`config.mk`:
```
export PLATFORM = sky130hd
export DESIGN_NAME = sync_length_crc16_deframer_unit
export DESIGN_NICKNAME = d
export VERILOG_FILES = /design/src/rtl/slcd_pkg.sv /design/src/rtl/slcd_parser.sv /design/src/rtl/sync_length_crc16_deframer_unit.sv
export SDC_FILE = /design/constraint.sdc
export NUM_CORES = 1
export LEC_CHECK = 0
export BUFFER_PORTS_ARGS = -buffer_cell sky130_fd_sc_hd__buf_4
export CAP_MARGIN = 20
export CORE_ASPECT_RATIO = 1.25
export CORE_MARGIN = 2
export CORE_UTILIZATION = 58
export CTS_BUF_LIST = sky130_fd_sc_hd__clkbuf_16
export DETAILED_ROUTE_END_ITERATION = 10
export GPL_TIMING_DRIVEN = 0
export PLACE_DENSITY = 0.79
export SKIP_CTS_REPAIR_TIMING = 1
export SLEW_MARGIN = 25
export SYNTH_ARGS = -nofsm -noshare
export SYNTH_HDL_FRONTEND = slang
export SYNTH_SLANG_ARGS = --single-unit
export TNS_END_PERCENT = 1
```
`constraint.sdc`:
```
create_clock -name clk -period 14.5 [get_ports clk]
set_input_delay 1.45 -clock clk [delete_from_list [all_inputs] [get_ports clk]]
set_output_delay 1.45 -clock clk [all_outputs]
set_load 0.05 [all_outputs]
```
`src/rtl/slcd_pkg.sv`:
```
// Package with the shared types, constants and CRC function of the sync/length/CRC16 deframer.
`timescale 1ns / 1ps

package slcd_pkg;

  localparam int CNT_W     = 32;
  localparam int OUT_CNT_W = 32;
  localparam int BYTE_W    = 8;
  localparam int LEN_W     = 16;
  localparam int CRC_W     = 16;
  localparam int CFG_IDX_W = 8;

  localparam logic [CRC_W-1:0] CRC_POLY = 16'hA001;
  localparam logic [CRC_W-1:0] CRC_INIT = 16'hFFFF;

  localparam logic [BYTE_W-1:0] FIRST_SYNC_RESET  = 8'd66;
  localparam logic [BYTE_W-1:0] SECOND_SYNC_RESET = 8'd76;

  localparam logic [CFG_IDX_W-1:0] REG_FIRST_SYNC  = 8'd0;
  localparam logic [CFG_IDX_W-1:0] REG_SECOND_SYNC = 8'd1;

  typedef enum logic [2:0] {
    PH_SYNC1,
    PH_SYNC2,
    PH_LEN_LO,
    PH_LEN_HI,
    PH_PAYLOAD,
    PH_CRC_LO,
    PH_CRC_HI
  } slcd_phase_t;

  typedef struct packed {
    logic                 valid;
    logic [BYTE_W-1:0]    payload_byte;
    logic                 is_end;
    logic                 crc_ok;
    logic [OUT_CNT_W-1:0] frame_count;
    logic [OUT_CNT_W-1:0] crc_error_count;
  } slcd_result_t;

  // One byte of reflected CRC-16, least significant bit first.
  function automatic logic [CRC_W-1:0] crc_feed(input logic [CRC_W-1:0] crc,
                                                input logic [BYTE_W-1:0] b);
    logic [CRC_W-1:0] c;
    c = crc ^ {{(CRC_W-BYTE_W){1'b0}}, b};
    for (int k = 0; k < BYTE_W; k++) begin
      if (c[0]) begin
        c = (c >> 1) ^ CRC_POLY;
      end else begin
        c = c >> 1;
      end
    end
    return c;
  endfunction

endpackage

```
`src/rtl/slcd_parser.sv`:
```
// Frame parser state machine: sync hunt, length, payload, CRC check and counters.
`timescale 1ns / 1ps

module slcd_parser (
  input  logic                              clk,
  input  logic                              rst_n,
  input  logic                              step,
  input  logic [slcd_pkg::BYTE_W-1:0]       in_byte,
  input  logic [slcd_pkg::BYTE_W-1:0]       first_sync,
  input  logic [slcd_pkg::BYTE_W-1:0]       second_sync,
  output slcd_pkg::slcd_result_t            res
);

  slcd_pkg::slcd_phase_t             phase_r, phase_nxt;
  logic [slcd_pkg::LEN_W-1:0]        bytes_left_r, bytes_left_nxt;
  logic [slcd_pkg::BYTE_W-1:0]       low_r, low_nxt;
  logic [slcd_pkg::CRC_W-1:0]        crc_r, crc_nxt;
  logic [slcd_pkg::CNT_W-1:0]        frames_r, frames_nxt;
  logic [slcd_pkg::CNT_W-1:0]        fails_r, fails_nxt;
  logic [slcd_pkg::CRC_W-1:0]        crc_fed;
  logic [slcd_pkg::CRC_W-1:0]        rx_crc;
  logic [slcd_pkg::LEN_W-1:0]        len_rx;
  logic                              crc_match;

  assign crc_fed   = slcd_pkg::crc_feed((phase_r == slcd_pkg::PH_LEN_LO) ?
                                        slcd_pkg::CRC_INIT : crc_r, in_byte);
  assign rx_crc    = {in_byte, low_r};
  assign len_rx    = {in_byte, low_r};
  assign crc_match = (rx_crc == crc_r);

  always_comb begin
    phase_nxt      = phase_r;
    bytes_left_nxt = bytes_left_r;
    low_nxt        = low_r;
    crc_nxt        = crc_r;
    frames_nxt     = frames_r;
    fails_nxt      = fails_r;
    res            = '0;
    case (phase_r)
      slcd_pkg::PH_SYNC1: begin
        if (in_byte == first_sync) begin
          phase_nxt = slcd_pkg::PH_SYNC2;
        end
      end
      slcd_pkg::PH_SYNC2: begin
        phase_nxt = (in_byte == second_sync) ? slcd_pkg::PH_LEN_LO : slcd_pkg::PH_SYNC1;
      end
      slcd_pkg::PH_LEN_LO: begin
        crc_nxt   = crc_fed;
        low_nxt   = in_byte;
        phase_nxt = slcd_pkg::PH_LEN_HI;
      end
      slcd_pkg::PH_LEN_HI: begin
        crc_nxt        = crc_fed;
        bytes_left_nxt = len_rx;
        phase_nxt      = (len_rx != '0) ? slcd_pkg::PH_PAYLOAD : slcd_pkg::PH_CRC_LO;
      end
      slcd_pkg::PH_PAYLOAD: begin
        crc_nxt        = crc_fed;
        bytes_left_nxt = bytes_left_r - slcd_pkg::LEN_W'(1);
        if (bytes_left_nxt == '0) begin
          phase_nxt = slcd_pkg::PH_CRC_LO;
        end
        res.valid        = step;
        res.payload_byte = in_byte;
      end
      slcd_pkg::PH_CRC_LO: begin
        low_nxt   = in_byte;
        phase_nxt = slcd_pkg::PH_CRC_HI;
      end
      slcd_pkg::PH_CRC_HI: begin
        frames_nxt = frames_r + slcd_pkg::CNT_W'(1);
        if (!crc_match) begin
          fails_nxt = fails_r + slcd_pkg::CNT_W'(1);
        end
        phase_nxt      = slcd_pkg::PH_SYNC1;
        bytes_left_nxt = '0;
        crc_nxt        = slcd_pkg::CRC_INIT;
        res.valid      = step;
        res.is_end     = 1'b1;
        res.crc_ok     = crc_match;
      end
      default: begin
        phase_nxt = slcd_pkg::PH_SYNC1;
      end
    endcase
    res.frame_count     = slcd_pkg::OUT_CNT_W'(frames_nxt);
    res.crc_error_count = slcd_pkg::OUT_CNT_W'(fails_nxt);
  end

  always_ff @(posedge clk) begin
    if (!rst_n) begin
      phase_r      <= slcd_pkg::PH_SYNC1;
      bytes_left_r <= '0;
      low_r        <= '0;
      crc_r        <= slcd_pkg::CRC_INIT;
      frames_r     <= '0;
      fails_r      <= '0;
    end else if (step) begin
      phase_r      <= phase_nxt;
      bytes_left_r <= bytes_left_nxt;
      low_r        <= low_nxt;
      crc_r        <= crc_nxt;
      frames_r     <= frames_nxt;
      fails_r      <= fails_nxt;
    end
  end

  a_end_restarts_hunt: assert property (@(posedge clk) disable iff (!rst_n)
    step && phase_r == slcd_pkg::PH_CRC_HI |=>
      phase_r == slcd_pkg::PH_SYNC1 && crc_r == slcd_pkg::CRC_INIT && bytes_left_r == '0)
    else $error("Parser did not return to the sync hunt after a frame end.");

  a_payload_countdown: assert property (@(posedge clk) disable iff (!rst_n)
    step && phase_r == slcd_pkg::PH_PAYLOAD |=>
      bytes_left_r == $past(bytes_left_r) - slcd_pkg::LEN_W'(1))
    else $error("Payload byte count did not step down by one.");

  a_frame_counted: assert property (@(posedge clk) disable iff (!rst_n)
    step && phase_r == slcd_pkg::PH_CRC_HI |=>
      frames_r == $past(frames_r) + slcd_pkg::CNT_W'(1))
    else $error("Frame counter missed a completed frame.");

endmodule

```
`src/rtl/sync_length_crc16_deframer_unit.sv`:
```
// Top level of the sync/length/CRC16 deframer: stream ports, register stages, configuration.
`timescale 1ns / 1ps
// A byte transferred on the input passes through the input register and then the result
// register before it can leave as a result transfer.
// Throughput: one byte per cycle while the result register is empty or out_tready is high;
// the single-byte CRC update and parser step sit between the input and the result register.
// Reset (synchronous, rst_n low): sync hunt restarts, CRC returns to 0xFFFF, counters
// clear, sync bytes return to 'B' and 'L', both register stages empty.

module sync_length_crc16_deframer_unit (
  input  logic                               clk,
  input  logic                               rst_n,
  input  logic                               in_tvalid,
  output logic                               in_tready,
  input  logic [7:0]                         in_tdata,   // in_byte
  output logic                               out_tvalid,
  input  logic                               out_tready,
  output logic [71:0]                        out_tdata,  // payload_byte, frame_count,
                                                         // crc_error_count
  output logic                               out_tlast,  // is_end
  output logic                               out_tuser,  // crc_ok
  input  logic                               cfg_valid,
  output logic                               cfg_ready,
  input  logic [slcd_pkg::CFG_IDX_W-1:0]     cfg_index,
  input  logic [slcd_pkg::BYTE_W-1:0]        cfg_data
);

  logic [slcd_pkg::BYTE_W-1:0] first_sync_r, second_sync_r;
  logic                        in_valid_r;
  logic [slcd_pkg::BYTE_W-1:0] in_byte_r;
  logic                        advance;
  slcd_pkg::slcd_result_t      res;
  slcd_pkg::slcd_result_t      res_r;

  assign cfg_ready = 1'b1;

  always_ff @(posedge clk) begin
    if (!rst_n) begin
      first_sync_r  <= slcd_pkg::FIRST_SYNC_RESET;
      second_sync_r <= slcd_pkg::SECOND_SYNC_RESET;
    end else if (cfg_valid && cfg_ready) begin
      case (cfg_index)
        slcd_pkg::REG_FIRST_SYNC:  first_sync_r  <= cfg_data;
        slcd_pkg::REG_SECOND_SYNC: second_sync_r <= cfg_data;
        default: begin
        end
      endcase
    end
  end

  assign advance   = in_valid_r && (!res_r.valid || out_tready);
  assign in_tready = !in_valid_r || advance;

  always_ff @(posedge clk) begin
    if (!rst_n) begin
      in_valid_r <= 1'b0;
    end else if (in_tready) begin
      in_valid_r <= in_tvalid;
    end
  end

  always_ff @(posedge clk) begin
    if (in_tvalid && in_tready) begin
      in_byte_r <= in_tdata;
    end
  end

  slcd_parser u_parser (
    .clk         (clk),
    .rst_n       (rst_n),
    .step        (advance),
    .in_byte     (in_byte_r),
    .first_sync  (first_sync_r),
    .second_sync (second_sync_r),
    .res         (res)
  );

  always_ff @(posedge clk) begin
    if (!rst_n) begin
      res_r.valid <= 1'b0;
    end else if (advance || out_tready) begin
      res_r.valid <= advance && res.valid;
    end
    if (advance && res.valid) begin
      res_r.payload_byte    <= res.payload_byte;
      res_r.is_end          <= res.is_end;
      res_r.crc_ok          <= res.crc_ok;
      res_r.frame_count     <= res.frame_count;
      res_r.crc_error_count <= res.crc_error_count;
    end
  end

  assign out_tvalid = res_r.valid;
  assign out_tdata  = {res_r.crc_error_count, res_r.frame_count, res_r.payload_byte};
  assign out_tlast  = res_r.is_end;
  assign out_tuser  = res_r.crc_ok;

  a_payload_has_no_ok: assert property (@(posedge clk) disable iff (!rst_n)
    out_tvalid && !out_tlast |-> !out_tuser)
    else $error("Payload transfer carries a CRC verdict.");

  a_empty_stage_ready: assert property (@(posedge clk) disable iff (!rst_n)
    !in_valid_r |-> in_tready)
    else $error("Input stalled while the input register is empty.");

  a_stalled_byte_held: assert property (@(posedge clk) disable iff (!rst_n)
    in_valid_r && res_r.valid && !out_tready |=> in_valid_r && $stable(in_byte_r))
    else $error("Input byte lost while the result register was blocked.");

endmodule

```
-- Word level (Yosys, flattened, before mapping)
Index checks and enable logic that the tools add are counted.
W data, S select, Z words.
- register bits: 207
- bits in latches: 0
- memory bits (writable): 0
- ROM bits: 0
- bits of input ports: 29
- output and inout port bits: 77
- logic and storage cells: 84
- memories: 0
- add/sub/neg operators: 3
- multipliers: 0
- divide/modulo/power cells: 0
- $lt $le $gt $ge: 0
- equal/unequal tests: 12
- shift-type cells: 0
- mux-type cells: 21
- bitwise gates (word level): 9
- reduce and logical (&&, ||, !) cells: 23
- operators with widths (kind ; number):
    $mux W16 ; 9
    $mux W32 ; 3
    $add A32 B1 Y32 const B ; 2
    $pmux W16 S3 ; 1
    $pmux W16 S2 ; 1
    $not A2 Y3 ; 8
    $pmux W3 S6 ; 1
    $eq A16 B16 Y1 ; 1
    $eq A8 B8 Y1 ; 2
    $logic_not A16 Y1 ; 1
    $reduce_bool A16 Y1 ; 1
    $sub A16 B1 Y16 const B ; 1
    $xor A16 B8 Y16 ; 1
    $reduce_and A2 Y1 ; 5
    $eq A3 B3 Y1 const B ; 3
    $eq A8 B1 Y1 const B ; 1
    $logic_not A8 Y1 ; 1
    $eq A3 B2 Y1 const B ; 2
    $mux W3 ; 2
    $mux W2 ; 2
    $ne A2 B1 Y1 const B ; 2
    $reduce_or A2 Y1 ; 2
    $eq A3 B1 Y1 const B ; 1
    $logic_and A1 B1 Y1 ; 3
    other kinds (8) ; 12

-- Logic depth before layout (Yosys ltp)
Gate-level depths: netlist of run 1.
- depth after elaboration: 20
- depth in mapped cells: 11
- depth with buffers taken out: 8

-- Cells and area by module
A second synthesis of run 1 with hierarchy kept.
- cell total of the unflattened synthesis: 1061
- area, all modules: 10282.4 µm²
- by module, submodules not included (module ; instances ; cells each ; area an instance (µm²) ; sequential area each (µm²)):
    slcd_parser ; 1 ; 894 ; 7041.8 ; 2142.1
    sync_length_crc16_deframer_unit ; 1 ; 167 ; 3240.6 ; 2822.7

-- Least setup slack after synthesis of run 1
No wires, ideal clock.
- path type: in2reg
- start: input out_tready
- end: register res_r, in the netlist out_tdata[0], enable pin
- setup time: 509 ps
- data arrival time: 5222 ps
- required time: 13991 ps
- setup slack: 8770 ps
- stages on the path: 5
- path buffers: 2
- cells stage by stage: nand2b_1 nand2_1 clkbuf_1 buf_1 nor2_1
- word-level cells in the longest chain between the ends: 4
- ends and longest elaborated chain (element ; line ; source):
    from (decl) ; sync_length_crc16_deframer_unit.sv:17 ; input logic out_tready,
    $logic_or A1 B1 Y1 (*) ; sync_length_crc16_deframer_unit.sv:51 ; assign advance = in_valid_r && (!res_r.valid || out_tready);
    $logic_and A1 B1 Y1 (*) ; sync_length_crc16_deframer_unit.sv:51 ;
    $mux W1 ; slcd_parser.sv:39 ; case (phase_r)
    $logic_and A1 B1 Y1 (*) ; sync_length_crc16_deframer_unit.sv:84 ; if (advance && res.valid) begin
    to (decl) ; sync_length_crc16_deframer_unit.sv:33 ; slcd_pkg::slcd_result_t res_r;
Mark *: on every way between the ends. The rest lies on a longest branch, timed or not.
A chain may end at the register's enable or synchronous reset.

-- Worst setup path after layout of run 1
- start: input out_tready
- end: output in_tready
- word-level cells in the longest chain between the ends: 3
- ends and longest elaborated chain (element ; line ; source):
    $logic_or A1 B1 Y1 ; sync_length_crc16_deframer_unit.sv:51 ;
    $logic_and A1 B1 Y1 ; sync_length_crc16_deframer_unit.sv:51 ;
    $logic_or A1 B1 Y1 ; sync_length_crc16_deframer_unit.sv:52 ; assign in_tready = !in_valid_r || advance;
    to (decl) ; sync_length_crc16_deframer_unit.sv:14 ; output logic in_tready,
No other way between the ends.

==> run_results.csv, run 1 <==
group,metric,value,unit
clock_tree,cts_buffers,21,
die,die_area,18500,sq um
drt,first_pass_iters,5,
global_routing,grt_first_pass_wirelength,38400,microns
worst_setup_path,cpMaxStageDelayCell,"buf_4",
timing,slew_headroom,0.328,
placed_design,gp_congestion,0.982,
yosys,yosys.area.top_type_share,0.247,
layout,layout-drive-gt1-share,0.151,
yosys,syn_area,10100,sq um
worst_setup_path,crit_fanout,3,
yosys,synth_cells,1037,
worst_setup_path,r2r_setup_slack,11750,ps
yosys,async_reset_ff_frac,0,
worst_setup_path,cp.arrival,2080,ps
pwr,ir_worst_vdd,0.0987,mV
die,initial_core_util,0.585,
layout,n_antenna_cell,0,
drt,drt_iter0_drc,724,
placed_design,hpwl,16600,microns
status,outcome,"finished, final reports clean",
drt,drc,0,
pwr,pwr-share-seq,0.508,
worst_setup_path,slowest_delay,200,ps
timing,slew_violations,0,
placed_design,io_buffer_count,104,
yosys,ys_ff_latch,207,
drt,vias,8195,
yosys,synth_flop_cell,"dfxtp_1",
global_routing,grt.overflow.total,0,
worst_setup_path,start_kind,"primary input",
layout,nNetsFinal,1200,
die,std_cell_rows,54,
global_routing,grt_util_met3,0.0356,
drt,wl_per_cell,17.1,microns
layout,fill_cells,1342,
timing,hold_violations,0,
timing,setup_tns,0,ps
worst_setup_path,critical_path_class,"in -> out",
pwr,p_clk_frac,0.447,
pwr,power_switching_share,0.221,
layout,final_core_util,0.691,
yosys,yosys_warnings,0,
worst_setup_path,critical_path.top_delay_family,"buffers and inverters",
yosys,synth.area.top_cells,"dfxtp_1 25%, edfxtp_1 24%, xor2_1 7.9%",
clock_tree,cts_sinks,207,
global_routing,antenna_found_initial,0,
timing,fmax,284,MHz
pwr,p_comb_frac,0.045,
timing,finClkSkew,7.38,ps
worst_setup_path,cp-end-kind,"output pin",
timing,worstMarginPinSlew,1000,ps
yosys,ys_seq_area_frac,0.490,
clock_tree,clk_pin_slew,60,ps
yosys,synth_common_cells,"129 x nor2_1, 125 x dfxtp_1, 91 x xor2_1, 82 x edfxtp_1",
timing,period_minus_slack,3530,ps
global_routing,grt_use_met1,0.308,
global_routing,grt_util_met2,0.460,
timing,period_share,0.243,
job,maxCapViolCount,0,
drt,ant_nets,0,
pwr,power.leakage,4.87,nW
die,pin_count,106,
die,die_h,152,microns
pwr,power.internal,0.000926,W
worst_setup_path,crit_required,13050,ps
die,core,17300,sq um
yosys,syn_nets,1070,
global_routing,grt_pass1_vias,7823,
global_routing,grt-busiest-layer,"met2",
worst_setup_path,crit_buf_inv,2,
pwr,power_switching,0.000262,W
pwr,power.density,99.5,nW/um^2
timing,rsz0062_at_grt,"no",
yosys,avgSynthCellArea,9.76,sq um
global_routing,gr-usage-all-layers,0.258,
layout,syn2layout_area_growth,18.0,%
yosys,yosysMostFrequentCell,"nor2_1",
timing,setup_viol,0,
clock_tree,htree_levels,1,
global_routing,grt_max_degree,30,
yosys,yosys.area.top_type,"dfxtp_1",
clock_tree,cts_tree,"done",
clock_tree,clock_tree.root_cell,"clkbuf_16",
clock_tree,cts_buffer_depth,3,
worst_hold_path,hold_path_class,"reg -> reg",
drt,avgViaCountPerCell,5.83,
worst_setup_path,path_common_cell,"buf_4",
drt,totalWireLength,24000,microns
clock_tree,insertion_delay,500,ps
yosys,synth_edf_count,82,
worst_setup_path,crit_path_cell_trace,"buf_4 > nor2b_1 > nand2_1 > buf_4",
die,die-width,122,microns
yosys,synthDistinctLibCells,64,
==> placed cells by master, fill, tap and decap left out, types with 11 or more instances in the layout <==
cell	instances
edfxtp_1	82
nand3_1	38
xnor2_1	78
inv_1	14
dfxtp_1	125
buf_4	115
nor2_1	128
o22ai_1	11
mux2i_1	26
nor3_1	30
clkbuf_16	21
o21ai_0	32
nand4_1	17
a21oi_1	37
xor2_1	91
nand2_1	78
nor4_1	23
clkbuf_1	49
or3_1	16
and3_1	24
==> final timing paths <==
check                                                    from  cells past startpoint                       endpoint
worst max-delay path                               out_tready                      4                      in_tready
worst min register to register  second_sync_r[6]$_SDFFE_PN1P_                      2  second_sync_r[6]$_SDFFE_PN1P_
worst min-delay path            second_sync_r[6]$_SDFFE_PN1P_                      2  second_sync_r[6]$_SDFFE_PN1P_
worst max register to register         in_byte_r[2]$_DFFE_PP_                     10        out_tdata[60]$_DFFE_PP_
==> metal layers <==
layer | vias up | routed length [microns]
met5 | - | 0
met4 | 0 | 970
met3 | 69 | 1290
met2 | 291 | 12100
met1 | 3912 | 9620
li1 | 3923 | -
==> sequential cells by signal, indices dropped and copies added, names as in the netlist <==
name / cells
out_tlast: 1
out_tdata: 72
u_parser.fails_r: 32
out_tuser: 1
out_tvalid: 1
second_sync_r: 8
in_valid_r: 1
u_parser.frames_r: 32
u_parser.bytes_left_r: 16
u_parser.phase_r: 3
first_sync_r: 8
u_parser.low_r: 8
u_parser.crc_r: 16
in_byte_r: 8
==> stage by stage <==
| stage | hold slack, ps | std cells | power, W | setup WS (ps) | instance area, sq um |
|---|---|---|---|---|---|
| 5_1_grt | 527 | 1406 | 0.00122 | 10890 | 11900 |
| 2_1_floorplan | 462 | 1037 | 0.000650 | 8770 | 10100 |
| 6_report | 499 | 1406 | 0.00119 | 10970 | 11900 |
| 3_3_place_gp | 480 | 1365 | 0.000669 | 7030 | 11200 |
| 4_1_cts | 504 | 1406 | 0.00119 | 10960 | 11900 |
| 3_5_place_dp | 488 | 1368 | 0.000669 | 10670 | 11300 |
==> area by class of cell <==
cell class	instances	area, sq um	area share
Tap cell	224	280	0.0235
Clock inverter	17	145	0.0122
Sequential cell	207	4960	0.416
Buffer	72	335	0.0281
Multi-Input combinational cell	745	4780	0.400
Clock buffer	21	526	0.0440
Inverter	13	50.0	0.00419
Timing Repair Buffer	107	863	0.0723
==> worst reg2reg max path: cells and delay by family (launching register included) <==
family | cells | cell delay (ps)
and+or+nand+nor | 4 | 900
DFF | 1 | 350
xor gates and xnor gates | 2 | 340
buffers and inverters | 4 | 910
==> power by group through the flow <==
stage	registers [W]	logic (W)	clock network, W
2_1_floorplan	0.000616	0.0000346	0
3_3_place_gp	0.000616	0.0000526	0
3_5_place_dp	0.000616	0.0000532	0
4_1_cts	0.000603	0.0000535	0.000536
5_1_grt	0.000603	0.0000577	0.000559
6_report	0.000603	0.0000541	0.000531
==> cells by family after synthesis <==
family / share of synthesized area
xor+xnor: 0.153
mux: 0.0268
compound gates: 0.0812
buf+inv: 0.0381
fa+ha+maj: 0.00494
simple gates: 0.205
other cells: 0.000370
flops: 0.490
No activity file was read; power rests on OpenSTA's default activity.
==> run 2: changes to the inputs <==
==> constraint.sdc (replaced) <==
create_clock -name clk -period 3.7 [get_ports clk]
set_input_delay 0.37 -clock clk [delete_from_list [all_inputs] [get_ports clk]]
set_output_delay 0.37 -clock clk [all_outputs]
set_load 0.05 [all_outputs]
==> run 2 against run 1 <==
Against the previous run:
- sequential cell count unchanged
- final cell count barely moved
- clock power grew to 3.8 times the previous value
- sequential share of layout area rose by 0.10 points
- clock-buffer cell count is the same
- global-route usage is 0.12 points lower
- via count about the same
- register-to-register slack worse by 11000 ps
- largest power group unchanged
==> run_results.csv, run 2 (synthesized netlist as in run 1, its figures left out) <==
group,metric,value,unit
status,outcome,"finished, final reports clean",
pwr,power.leakage,4.87,nW
drt,vias,8191,
global_routing,grt.overflow.total,0,
clock_tree,htree_levels,1,
die,initial_core_util,0.585,
drt,dr_wl_met2,12000,microns
drt,met3_length,1390,microns
die,die_area,18500,sq um
worst_setup_path,crit_required,3950,ps
clock_tree,cts_buffer_depth,3,
layout,final_common_cell,"nor2_1",
timing,setup_tns,0,ps
timing,period_minus_slack,2750,ps
pwr,ir_worst_vdd,0.395,mV
timing,fmax,364,MHz
drt,drt-met1-wl,9590,microns
global_routing,antenna_found_initial,0,
drt,drc,0,
timing,slew_violations,0,
timing,period_share,0.743,
placed_design,io_buffer_count,104,
drt,drt_iter0_drc,666,
global_routing,grt_max_degree,29,
clock_tree,clock_tree.root_cell,"clkbuf_16",
drt,avgViaCountPerCell,5.83,
die,core,17300,sq um
worst_setup_path,critical_path_class,"reg -> reg",
die,die-width,122,microns
die,pin_count,106,
worst_setup_path,crit_fanout,10,
timing,hold_violations,0,
drt,first_pass_iters,5,
worst_setup_path,cp.arrival,3000,ps
layout,syn2layout_area_growth,17.7,%
clock_tree,cts_tree,"done",
job,maxCapViolCount,0,
global_routing,grt_pass1_vias,7928,
drt,totalWireLength,23900,microns
layout,mostFrequentLayoutCells,"128 x nor2_1, 125 x dfxtp_1, 115 x buf_4, 91 x xor2_1, 82 x edfxtp_1",
global_routing,gr-usage-all-layers,0.257,
timing,rsz0062_at_grt,"no",
timing,worstMarginPinSlew,990,ps
worst_hold_path,hold_path_class,"in -> reg",
global_routing,grt_first_pass_wirelength,38100,microns
placed_design,hpwl,16700,microns
placed_design,gp_congestion,0.918,
layout,final_core_util,0.689,
layout,layout-drive-gt1-share,0.145,
worst_setup_path,start_kind,"flop",
drt,ant_nets,0,
layout,nNetsFinal,1200,
die,die_h,152,microns
clock_tree,cts_buffers,21,
drt,wl_per_cell,17.0,microns
timing,finClkSkew,9.38,ps
worst_setup_path,cp-end-kind,"flop",
timing,slew_headroom,0.335,
timing,setup_viol,0,
drt,top_layer,"met4",
layout,largest_reg_flops,72,
layout,n_antenna_cell,0,
pwr,power.density,387,nW/um^2
clock_tree,cts_sinks,207,
clock_tree,insertion_delay,500,ps
clock_tree,clk_pin_slew,60,ps
die,std_cell_rows,54,
-- run 2: power breakdown --
group / switching, W / internal (W) / leakage, nW
Combinational: 0.000128 / 0.0000849 / 2.58
Clock: 0.000864 / 0.00117 / 0.347
Sequential: 0.00000278 / 0.00236 / 1.94
-- run 2: worst paths after layout --
check,startpoint,to,slack (ps),cells after the start
setup reg to reg,in_byte_r[3]$_DFFE_PP_,out_tdata[62]$_DFFE_PP_,950,10
hold reg to reg,second_sync_r[2]$_SDFFE_PN1P_,second_sync_r[2]$_SDFFE_PN1P_,500,2
setup / recovery,in_byte_r[3]$_DFFE_PP_,out_tdata[62]$_DFFE_PP_,950,10
hold / removal,in_tdata[0],in_byte_r[0]$_DFFE_PP_,40,1
-- run 2: final cells by class --
| type | instances | area (sq um) |
|---|---|---|
| fillers | 1398 | 5380 |
| flip-flops and latches | 207 | 4960 |
| multi-input cells | 745 | 4780 |
| repair buffers | 107 | 856 |
| clock buffers | 21 | 526 |
| plain buffers | 72 | 335 |
| well taps | 224 | 280 |
| clock inverters | 16 | 124 |
| inverters | 13 | 50.0 |
-- run 2: worst max-delay path: stages, from the launching register on --
cell	delay, ps
edfxtp_1	360
buf_4	200
xor2_1	170
nor4_1	420
and4_1	260
buf_2	200
or4_1	140
clkbuf_1	210
buf_2	290
nor2_1	100
xor2_1	150
-- run 2: stage by stage --
step / power [W] / std cells / instance area [sq um] / worst slack, ps / hold WS [ps]
final: 0.00461 / 1405 / 11900 / 951 / 43.7
after global routing: 0.00473 / 1405 / 11900 / 727 / 30.4
after CTS: 0.00464 / 1405 / 11900 / 967 / 30.6
after detailed placement: 0.00262 / 1368 / 11300 / 949 / 486
after global placement: 0.00262 / 1365 / 11200 / -992 / 476
after floorplan: 0.00255 / 1037 / 10100 / 148 / 462
-- run 2: per-layer routing --
metal  GRT usage  vias up
met5           0        -
met4       0.118        0
met3      0.0363       72
met2       0.459      308
met1       0.305     3892
li1            -     3919
==> run 3: changes to the inputs <==
==> constraint.sdc (replaced) <==
create_clock -name clk -period 2.6 [get_ports clk]
set_input_delay 0.26 -clock clk [delete_from_list [all_inputs] [get_ports clk]]
set_output_delay 0.26 -clock clk [all_outputs]
set_load 0.05 [all_outputs]
==> run 3 against run 2 <==
Against the previous run:
- the run now ends with hold timing left
- clock-buffer cell count stayed put
- register-to-register slack worse by 940 ps
- global-route usage about the same
- critical path type unchanged
- highest routed layer unchanged
==> run_results.csv, run 3 (synthesized netlist as in run 1, its figures left out) <==
group,metric,value,unit
timing,fmax,387,MHz
placed_design,io_buffer_count,104,
die,pin_count,106,
pwr,ir_worst_vdd,0.498,mV
global_routing,grt_pass1_vias,7777,
clock_tree,insertion_delay,500,ps
layout,multi_input_area,4840,sq um
pwr,pwr-share-seq,0.510,
pwr,power_switching_share,0.216,
clock_tree,clk_pin_slew,60,ps
pwr,power.density,546,nW/um^2
timing,setup_viol,0,
placed_design,placed_area,11200,sq um
layout,largest_reg_flops,72,
worst_setup_path,crit_path_cell_trace,"buf_4 > xor2_2 > nor4_2 > and4_1 > buf_2 > or4_1 > buf_2 > buf_4 > nor2_1 > xor2_1",
global_routing,grt_max_degree,29,
status,violations,"hold timing",
worst_hold_path,hold_path_class,"in -> reg",
global_routing,grt.overflow.total,0,
clock_tree,cts_buffers,21,
pwr,power_switching,0.00143,W
die,core,17300,sq um
global_routing,gr-usage-all-layers,0.257,
placed_design,pre_cts_ws,-147,ps
job,maxCapViolCount,0,
clock_tree,clock_tree.root_cell,"clkbuf_16",
pwr,power.internal,0.00517,W
layout,layout-drive-gt1-share,0.160,
drt,totalWireLength,24200,microns
clock_tree,htree_levels,1,
worst_setup_path,cp.arrival,2920,ps
pwr,power.leakage,4.92,nW
layout,fill_cells,1323,
worst_setup_path,slowest_delay,500,ps
timing,hold_violations,2,
die,die_h,152,microns
layout,n_antenna_cell,0,
timing,rsz0062_at_grt,"yes",
clock_tree,cts_sinks,207,
die,initial_core_util,0.585,
global_routing,grt_first_pass_wirelength,38100,microns
placed_design,hpwl,16900,microns
timing,finClkSkew,6.97,ps
worst_setup_path,critical_path_class,"reg -> reg",
layout,ff_latch_area,4970,sq um
drt,drt_iter0_drc,553,
drt,avgViaCountPerCell,5.77,
timing,period_minus_slack,2590,ps
placed_design,gp_congestion,0.953,
worst_setup_path,cpMaxStageDelayCell,"or4_1",
worst_setup_path,cp-end-kind,"flop",
worst_setup_path,start_kind,"flop",
clock_tree,cts_buffer_depth,3,
timing,worstMarginPinSlew,956,ps
global_routing,antenna_found_initial,0,
drt,vias,8166,
drt,drc,0,
worst_setup_path,crit_fanout,10,
timing,slew_violations,0,
timing,holdWs,-4.88,ps
layout,nNetsFinal,1209,
worst_setup_path,crit_required,2930,ps
die,std_cell_rows,54,
pwr,p_clk_frac,0.441,
die,die-width,122,microns
timing,fin_ws,13.4,ps
layout,design_area,12100,sq um
timing,slew_headroom,0.359,
pwr,p_comb_frac,0.049,
drt,wl_per_cell,17.1,microns
clock_tree,cts_tree,"done",
layout,final_core_util,0.698,
layout,final_common_cell,"nor2_1",
die,die_area,18500,sq um
drt,first_pass_iters,5,
layout,syn2layout_area_growth,19.3,%
layout,mostFrequentLayoutCells,"128 x nor2_1, 124 x dfxtp_1, 114 x buf_4, 88 x xor2_1, 82 x edfxtp_1",
status,outcome,"finished, violations left",
drt,ant_nets,0,
timing,period_share,0.995,
run 3: cell types whose count changed in the layout (fill, tap and decap cells not counted), moves of 4 or more:
| cell | delta |
|---|---|
| clkbuf_1 | -4 |
| clkinv_2 | +5 |
| dlygate4sd3_1 | +10 |
| inv_1 | -6 |
| nor4_1 | -4 |
| nor4_2 | +4 |
run 3: path summary, 6_finish.rpt:
kind,slack [ps],depth (start not counted),end,startpoint
worst max-delay path,10,10,out_tdata[62]$_DFFE_PP_,in_byte_r[3]$_DFFE_PP_
worst min-delay path,-5,3,first_sync_r[1]$_SDFFE_PN1P_,cfg_data[1]
worst max register to register,10,10,out_tdata[62]$_DFFE_PP_,in_byte_r[3]$_DFFE_PP_
worst min register to register,510,2,second_sync_r[6]$_SDFFE_PN1P_,second_sync_r[6]$_SDFFE_PN1P_
run 3: final cells by class:
type | count | area share
Sequential cell | 207 | 0.411
Multi-Input combinational cell | 745 | 0.401
Timing Repair Buffer | 116 | 0.0769
Clock buffer | 21 | 0.0435
Buffer | 72 | 0.0291
Tap cell | 224 | 0.0232
Clock inverter | 17 | 0.0111
Inverter | 13 | 0.00414
run 3: through the flow:
step	instances	hold slack (ps)	power (W)	TNS (ps)
2_1_floorplan	1037	359	0.00363	0
5_1_grt	1415	3.49	0.00679	-3340
6_report	1415	-4.88	0.00660	0
4_1_cts	1405	-73.2	0.00662	-1410
3_5_place_dp	1367	439	0.00374	-2250
3_3_place_gp	1365	438	0.00373	-55940
run 3: power groups by stage:
| stage | sequential, W | clock (W) | combinational [W] |
|---|---|---|---|
| after floorplan | 0.00343 | 0 | 0.000194 |
| after global placement | 0.00344 | 0 | 0.000296 |
| after detailed placement | 0.00344 | 0 | 0.000300 |
| after CTS | 0.00336 | 0.00296 | 0.000301 |
| after global routing | 0.00336 | 0.00308 | 0.000338 |
| final | 0.00336 | 0.00291 | 0.000322 |
run 3: worst max-delay path, delay by kind of cell, from the launching register on:
family	cells	cell delay (ps)
and+or+nand+nor	4	930
xor gates and xnor gates	2	380
buffers and inverters	4	740
DFF	1	370
run 3: metal layers:
layer	wire, microns	vias to the layer above	global-route usage	share of wire
met4	820	0	0.105	0.034
met3	1270	52	0.0382	0.052
li1	-	3933	-	-
met1	9730	3912	0.310	0.40
met5	0	-	0	0
met2	12400	269	0.459	0.51
